===== src/design/grid_quadratic_interpolator_top_defines.svh =====
// Assertion macros for the grid interpolator.
// Used by grid_quadratic_interpolator_top; needs clk and rst_n in scope.
`ifndef GRID_QUADRATIC_INTERPOLATOR_TOP_DEFINES_SVH
`define GRID_QUADRATIC_INTERPOLATOR_TOP_DEFINES_SVH

// same-cycle implication
`define GQI_ASSERT_NOW(lbl, ante, cons) \
  lbl: assert property (@(posedge clk) disable iff (!rst_n) (ante) |-> (cons)) \
    else $error("gqi assertion failed");

// next-cycle implication
`define GQI_ASSERT_NEXT(lbl, ante, cons) \
  lbl: assert property (@(posedge clk) disable iff (!rst_n) (ante) |=> (cons)) \
    else $error("gqi assertion failed");

`endif


===== src/design/gqi_pkg.sv =====
// Types, codes and helpers for the grid interpolator.
// No dependencies.
package gqi_pkg;

  localparam int POINTS    = 64;
  localparam int ADDR_W    = $clog2(POINTS);
  localparam int PC_W      = 7;
  localparam int MUL_STEPS = 32;
  localparam int DIV_STEPS = 96;

  localparam logic       OP_WRITE = 1'b0;
  localparam logic       OP_QUERY = 1'b1;
  localparam logic [1:0] ST_QUAD  = 2'd0;
  localparam logic [1:0] ST_LIN   = 2'd1;
  localparam logic [1:0] ST_CLAMP = 2'd2;
  localparam logic [1:0] ST_ERR   = 2'd3;

  typedef struct packed {
    logic               operation;
    logic [5:0]         point_index;
    logic signed [31:0] x_value;
    logic signed [31:0] y_value;
  } gqi_in_t;

  typedef struct packed {
    logic signed [31:0] result_y;
    logic [1:0]         status;
  } gqi_out_t;

  typedef struct packed {
    logic signed [31:0] x;
    logic signed [31:0] y;
  } gqi_point_t;

  typedef enum logic {
    ALU_MUL = 1'b0,
    ALU_DIV = 1'b1
  } gqi_alu_op_t;

  typedef struct packed {
    logic        start;
    gqi_alu_op_t op;
    logic [95:0] opa;
    logic [63:0] opb;
  } gqi_alu_req_t;

  typedef struct packed {
    logic        done;
    logic [96:0] result;
  } gqi_alu_rsp_t;

  function automatic logic [31:0] mag33(logic signed [32:0] v);
    logic [32:0] u;
    u = v[32] ? 33'(-v) : 33'(v);
    return u[31:0];
  endfunction

endpackage


===== src/design/gqi_alu.sv =====
// Shared arithmetic unit: shift-add multiply (64 x 32) and restoring
// divide (96 / 64) with round half away. Depends on gqi_pkg.
module gqi_alu import gqi_pkg::*; (
  input  logic         clk,
  input  logic         rst_n,
  input  gqi_alu_req_t req,
  output gqi_alu_rsp_t rsp
);

  typedef enum logic [3:0] {
    A_IDLE = 4'b0001,
    A_MUL  = 4'b0010,
    A_DIV  = 4'b0100,
    A_RND  = 4'b1000
  } alu_state_t;

  alu_state_t  st_r, st_nxt;
  logic [6:0]  cnt_r, cnt_nxt;
  logic [96:0] acc_r, acc_nxt;
  logic [95:0] sh_r, sh_nxt;
  logic [63:0] mr_r, mr_nxt;
  logic [64:0] rem_r, rem_nxt;
  logic        done_r, done_nxt;
  logic [64:0] rem_sh;
  logic [65:0] rem_sub;

  always_comb begin
    st_nxt   = st_r;
    cnt_nxt  = cnt_r;
    acc_nxt  = acc_r;
    sh_nxt   = sh_r;
    mr_nxt   = mr_r;
    rem_nxt  = rem_r;
    done_nxt = 1'b0;
    rem_sh   = {rem_r[63:0], sh_r[95]};
    rem_sub  = {1'b0, rem_sh} - {2'b00, mr_r};
    unique case (st_r)
      A_IDLE: begin
        if (req.start) begin
          cnt_nxt = '0;
          acc_nxt = '0;
          rem_nxt = '0;
          sh_nxt  = req.opa;
          mr_nxt  = req.opb;
          st_nxt  = (req.op == ALU_MUL) ? A_MUL : A_DIV;
        end
      end
      A_MUL: begin
        if (mr_r[0]) begin
          acc_nxt = acc_r + {1'b0, sh_r};
        end
        sh_nxt  = {sh_r[94:0], 1'b0};
        mr_nxt  = {1'b0, mr_r[63:1]};
        cnt_nxt = cnt_r + 7'd1;
        if (cnt_r == 7'(MUL_STEPS - 1)) begin
          st_nxt   = A_IDLE;
          done_nxt = 1'b1;
        end
      end
      A_DIV: begin
        sh_nxt  = {sh_r[94:0], 1'b0};
        rem_nxt = rem_sub[65] ? rem_sh : rem_sub[64:0];
        acc_nxt = {acc_r[95:0], ~rem_sub[65]};
        cnt_nxt = cnt_r + 7'd1;
        if (cnt_r == 7'(DIV_STEPS - 1)) begin
          st_nxt = A_RND;
        end
      end
      A_RND: begin
        if ({rem_r[63:0], 1'b0} >= {1'b0, mr_r}) begin
          acc_nxt = acc_r + 97'd1;
        end
        st_nxt   = A_IDLE;
        done_nxt = 1'b1;
      end
      default: st_nxt = A_IDLE;
    endcase
  end

  always_ff @(posedge clk) begin
    if (!rst_n) begin
      st_r   <= A_IDLE;
      done_r <= 1'b0;
    end else begin
      st_r   <= st_nxt;
      done_r <= done_nxt;
    end
    cnt_r <= cnt_nxt;
    acc_r <= acc_nxt;
    sh_r  <= sh_nxt;
    mr_r  <= mr_nxt;
    rem_r <= rem_nxt;
  end

  assign rsp.done   = done_r;
  assign rsp.result = acc_r;

endmodule

===== config.mk =====
export PLATFORM = sky130hd
export DESIGN_NAME = gqi_alu
export DESIGN_NICKNAME = d
export VERILOG_FILES = /design/src/design/grid_quadratic_interpolator_top_defines.svh /design/src/design/gqi_pkg.sv /design/src/design/gqi_alu.sv
export SDC_FILE = /design/constraint.sdc
export NUM_CORES = 1
export LEC_CHECK = 0
export BUFFER_PORTS_ARGS = -buffer_cell sky130_fd_sc_hd__buf_2
export CAP_MARGIN = 20
export CORE_MARGIN = 2
export CORE_UTILIZATION = 62
export DETAILED_ROUTE_END_ITERATION = 8
export HOLD_SLACK_MARGIN = 0.02
export PLACE_DENSITY = 0.84
export SYNTH_ARGS = -nofsm -noshare
export SYNTH_HDL_FRONTEND = slang
export SYNTH_SLANG_ARGS = --single-unit

===== constraint.sdc =====
create_clock -name clk -period 19.2 [get_ports clk]
set_clock_uncertainty 0.2 [all_clocks]
set_input_delay 3.84 -clock clk [delete_from_list [all_inputs] [get_ports clk]]
set_output_delay 3.84 -clock clk [all_outputs]
set_load 0.03 [all_outputs]

# Word level (Yosys, flattened, before mapping)
# Cells that the tools add are included.
[totals]
regBits = 333
input_bits = 164
word_cells = 54
[op_classes]
addsub = 4
order_cmp = 1
n_eq_ne = 11
muxes = 20
bitwise_logic = 1
reduce_logical = 10
[ops]
columns = ["operator", "count"]
rows = [
  ["$pmux 97 s4", 1],
  ["$mux 97", 3],
  ["$pmux 64 s2", 2],
  ["$mux 64", 3],
  ["$pmux 96 s2", 1],
  ["$add 97x1->97 const B", 1],
  ["$add 97x96->97", 1],
  ["$mux 96", 1],
  ["$sub 65x64->66", 1],
  ["$ge 65x64->1", 1],
  ["$pmux 7 s2", 1],
  ["$mux 4", 3],
  ["$pmux 4 s3", 1],
  ["$ne 2x2->1 const B", 5],
  ["$add 7x1->7 const B", 1],
  ["$eq 7x5->1 const B", 1],
  ["$eq 7x7->1 const B", 1],
  ["$mux 7", 1],
  ["$reduce_and 2->1", 3],
  ["$reduce_bool 2->1", 3],
  ["$eq 4x1->1 const B", 1],
  ["$eq 4x2->1 const B", 1],
  ["$eq 4x3->1 const B", 1],
  ["$eq 4x4->1 const B", 1],
  ["8 further kinds", 8],
]

# Logic depth before layout (Yosys ltp)
[logic_depth]
word_depth = 4
ltp_mapped = 18
depth_no_buf = 15

# Least setup slack after synthesis
# Ideal clock, no wire load.
[synth_path]
path_type = "input-to-reg"
from = "in req[161] (netlist bit)"
to = "reg cnt_r[0] (enable)"
setup_time_ps = 599
arrival_ps = 8876
slack_ps = 9526
stages = 2
cell_sequence = "nor2_1 > a21oi_1"
[synth_between]
elab_chain_cells = 2
[synth_lines]
columns = ["element", "line", "source"]
rows = [
  ["from (decl)", "gqi_alu.sv:6", "input gqi_alu_req_t req,"],
  ["$ne 2x2->1 (no source line)", "-", ""],
  ["$reduce_and 2->1 (no source line)", "-", ""],
  ["to (signal assigned)", "gqi_alu.sv:88", "cnt_r <= cnt_nxt;"],
  ["to (decl)", "gqi_alu.sv:18", "logic [6:0] cnt_r, cnt_nxt;"],
]
# Every way passes these cells.
# A chain may end at the register's enable or synchronous reset.

# Final worst setup path
[layout_path]
from = "in req[161] (netlist bit)"
to = "reg acc_r[13] (enable)"
[layout_between]
elab_chain_cells = 2
[layout_lines]
columns = ["element", "line", "source"]
rows = [
  ["$ne 2x2->1 (no source line)", "-", ""],
  ["$reduce_and 4->1 (no source line)", "-", ""],
  ["to (signal assigned)", "gqi_alu.sv:89", "acc_r <= acc_nxt;"],
  ["to (decl)", "gqi_alu.sv:19", "logic [96:0] acc_r, acc_nxt;"],
]
# Every way passes these cells.

==> impl_metrics.toml <==
[worst_setup_path]
reg2reg_slack_ps = 13730
cp.required_ps = 19180
path_max_fanout = 63
crit-reg2reg-capture = "acc_r[92]$_DFFE_PP_"
crit_type = "in2reg"
timing.rr.start = "st_r[3]$_SDFFE_PN0P_"
cp-end-kind = "flop"
worstPathArrival_ps = 5710
startpoint_type = "input port"
reg2reg_depth = 16

[timing]
slew_violations = 0
hold_viol = 0
fmax_mhz = 175
slew_headroom_pct = 31.9
timing.final.crit_share_pct = 29.8
worstMarginPinSlew_ps = 1020
setup_violations = 0
min_period_ps = 5730
rsz0062_at_grt = "no"
finalSetupTns_ps = 0

[placement]
place_area_um2 = 26100
gp_congestion = 0.947
place_hpwl_mm = 48.1
io_buffers = 261

[grt]
grt_max_degree = 129
gr-total-overflow = 0
grt_pass1_vias = 20800
grt_pass1_wl_mm = 107
track_usage_pct = 32.0
antenna_found_initial = 4

[routing]
vias = 21100
wl_mm = 66.3
dr.pass1.iters = 6
drc = 0
postRouteAntennaNets = 0
detail_route.wl_per_cell_um = 19.5
drtIter0Drc = 1837
vias_per_cell = 6.21

[synthesis]
netlist_instances = 2682
netlist_area_um2 = 24500
synth_fp_nets = 3009
synth.distinct_cells = 86
syn-mean-instance-area_um2 = 9.15
synth_warnings = 0
synth_seq_cells = 333
synth_edf_count = 328
async_flop_share_pct = 0
synth_ff_type = "edfxtp_1"
yosysSeqAreaShare_pct = 40.6

[job]
drv_cap = 0

[floorplan]
die_h_um = 203
die_w_um = 203
rows = 72
start_util_pct = 63.2
dieArea_um2 = 41200
num_io_pins = 262
design.core.area_um2 = 38800

[hold_path]
hold_path.class = "reg2reg"
hold_path_end = "sh_r[74]$_DFFE_PP_"
min_path_cells = 1
hold_start = "sh_r[73]$_DFFE_PP_"

[clocking]
clk_latency_ps = 570
htree_num_levels = 2
clk_pin_slew_ps = 60
clkSinkCount = 333
cts_hold_buf = 0
cts.repair.resized = 0
post_cts_buffers = 0
numCtsBuffers = 38
cts_root_buffer = "clkbuf_16"
cts_tree = "yes"
cts.path.max_buffers = 3

[status]
status = "complete, no violations"

[layout]
most-common-layout-cells = "398 x nand2_1, 328 x edfxtp_1, 269 x a21oi_1, 261 x buf_2, 255 x o21ai_0"
final_area_um2 = 27500
final_common_cell = "nand2_1"
nets = 3188
utilization_pct = 70.7
drive_gt1_share_pct = 16.3
syn_to_final_growth_pct = 11.9

[pwr]
power_density_nw_per_um2 = 110
peakVddDrop_uv = 95.5
p_leak_uw = 0.0113
==> metrics by stage <==
step	hold slack, ps	setup slack, ps	instances	power [µW]
after floorplan	343	9530	2682	1950
after CTS	372	13520	3404	3010
final	373	13470	3407	3020
after detailed placement	359	12940	3337	2240
after global placement	350	12990	3337	2220
after global routing	393	13350	3407	3190
==> Yosys cell counts (7+ instances only) <==
master    instances  area [µm²]
nand2b_1         12        75.1
and3_1           16         100
and2_1            9        56.3
nand4_1          58         363
o211ai_1         11        82.6
nor2b_1         108         676
a21boi_0          8        60.1
edfxtp_1        328        9850
a31oi_1          21         131
nor3_1           30         150
nand2_1         400        1500
a211oi_1         19         143
inv_1           111         417
xnor2_1          89         780
o21a_1           15         113
a22o_1            8        70.1
a21oi_1         271        1360
xor2_1           65         569
clkbuf_1        120         450
mux2_2           95        1070
o31ai_1          16         120
nor2_1          137         514
nand3_1          41         205
ha_1            161        2010
a21o_1           80         601
a221oi_1          7        61.3
o21ai_1           9        45.0
nor4_1            7        43.8
buf_2            15        75.1
o21ai_0         255        1280
o21bai_1         35         263
==> worst max path at each step <==
stage,startpoint,end
3_5_place_dp,req[161],acc_r[21]$_DFFE_PP_
6_report,req[161],acc_r[13]$_DFFE_PP_
3_3_place_gp,req[161],acc_r[16]$_DFFE_PP_
2_1_floorplan,req[161],cnt_r[0]$_SDFFCE_PP0P_
5_1_grt,req[161],acc_r[90]$_DFFE_PP_
4_1_cts,req[161],acc_r[13]$_DFFE_PP_
==> routing by layer <==
layer | GRT usage (%) | routed length (µm)
met4 | 11.5 | 2140
met1 | 41.3 | 27900
met5 | 0 | 27
met2 | 54.9 | 32200
met3 | 4.62 | 4090
==> power breakdown <==
group,switching (µW),internal [µW]
Clock,304,456
Combinational,798,457
Sequential,66.7,942
Total,1170,1850
==> layout make-up <==
| type | count | area [µm²] |
|---|---|---|
| multi-input combinational | 2099 | 13700 |
| fill | 3009 | 11400 |
| sequential | 333 | 9950 |
| timing repair buffer | 278 | 1470 |
| clock buffer | 50 | 1060 |
| tap | 518 | 648 |
| inverter | 111 | 417 |
| clock inverter | 17 | 216 |
| antenna | 1 | 2.50 |
==> cell families after synthesis <==
logic type / Yosys count / share of synthesized area [%]
adder cells (fa/ha/maj): 163 / 8.37
flip-flops: 333 / 40.6
AND/OR/NAND/NOR: 850 / 16.1
XOR/XNOR: 154 / 5.50
AO/OA/AOI/OAI: 835 / 21.1
buffers and inverters: 250 / 3.95
multiplexers: 97 / 4.44
==> registers in the layout (all words and copies together), names as in the netlist <==
signal and flops:
acc_r 97, sh_r 96, mr_r 64, rem_r 64
cnt_r 7, st_r 4, done_r 1
==> critical path: stages <==
cell     delay [ps]
buf_2           110
nand2_1          50
a21oi_1         160
a31oi_1          90
o22ai_4         150
buf_4           440
buf_4           760
Power figures use the tool's default switching activity.
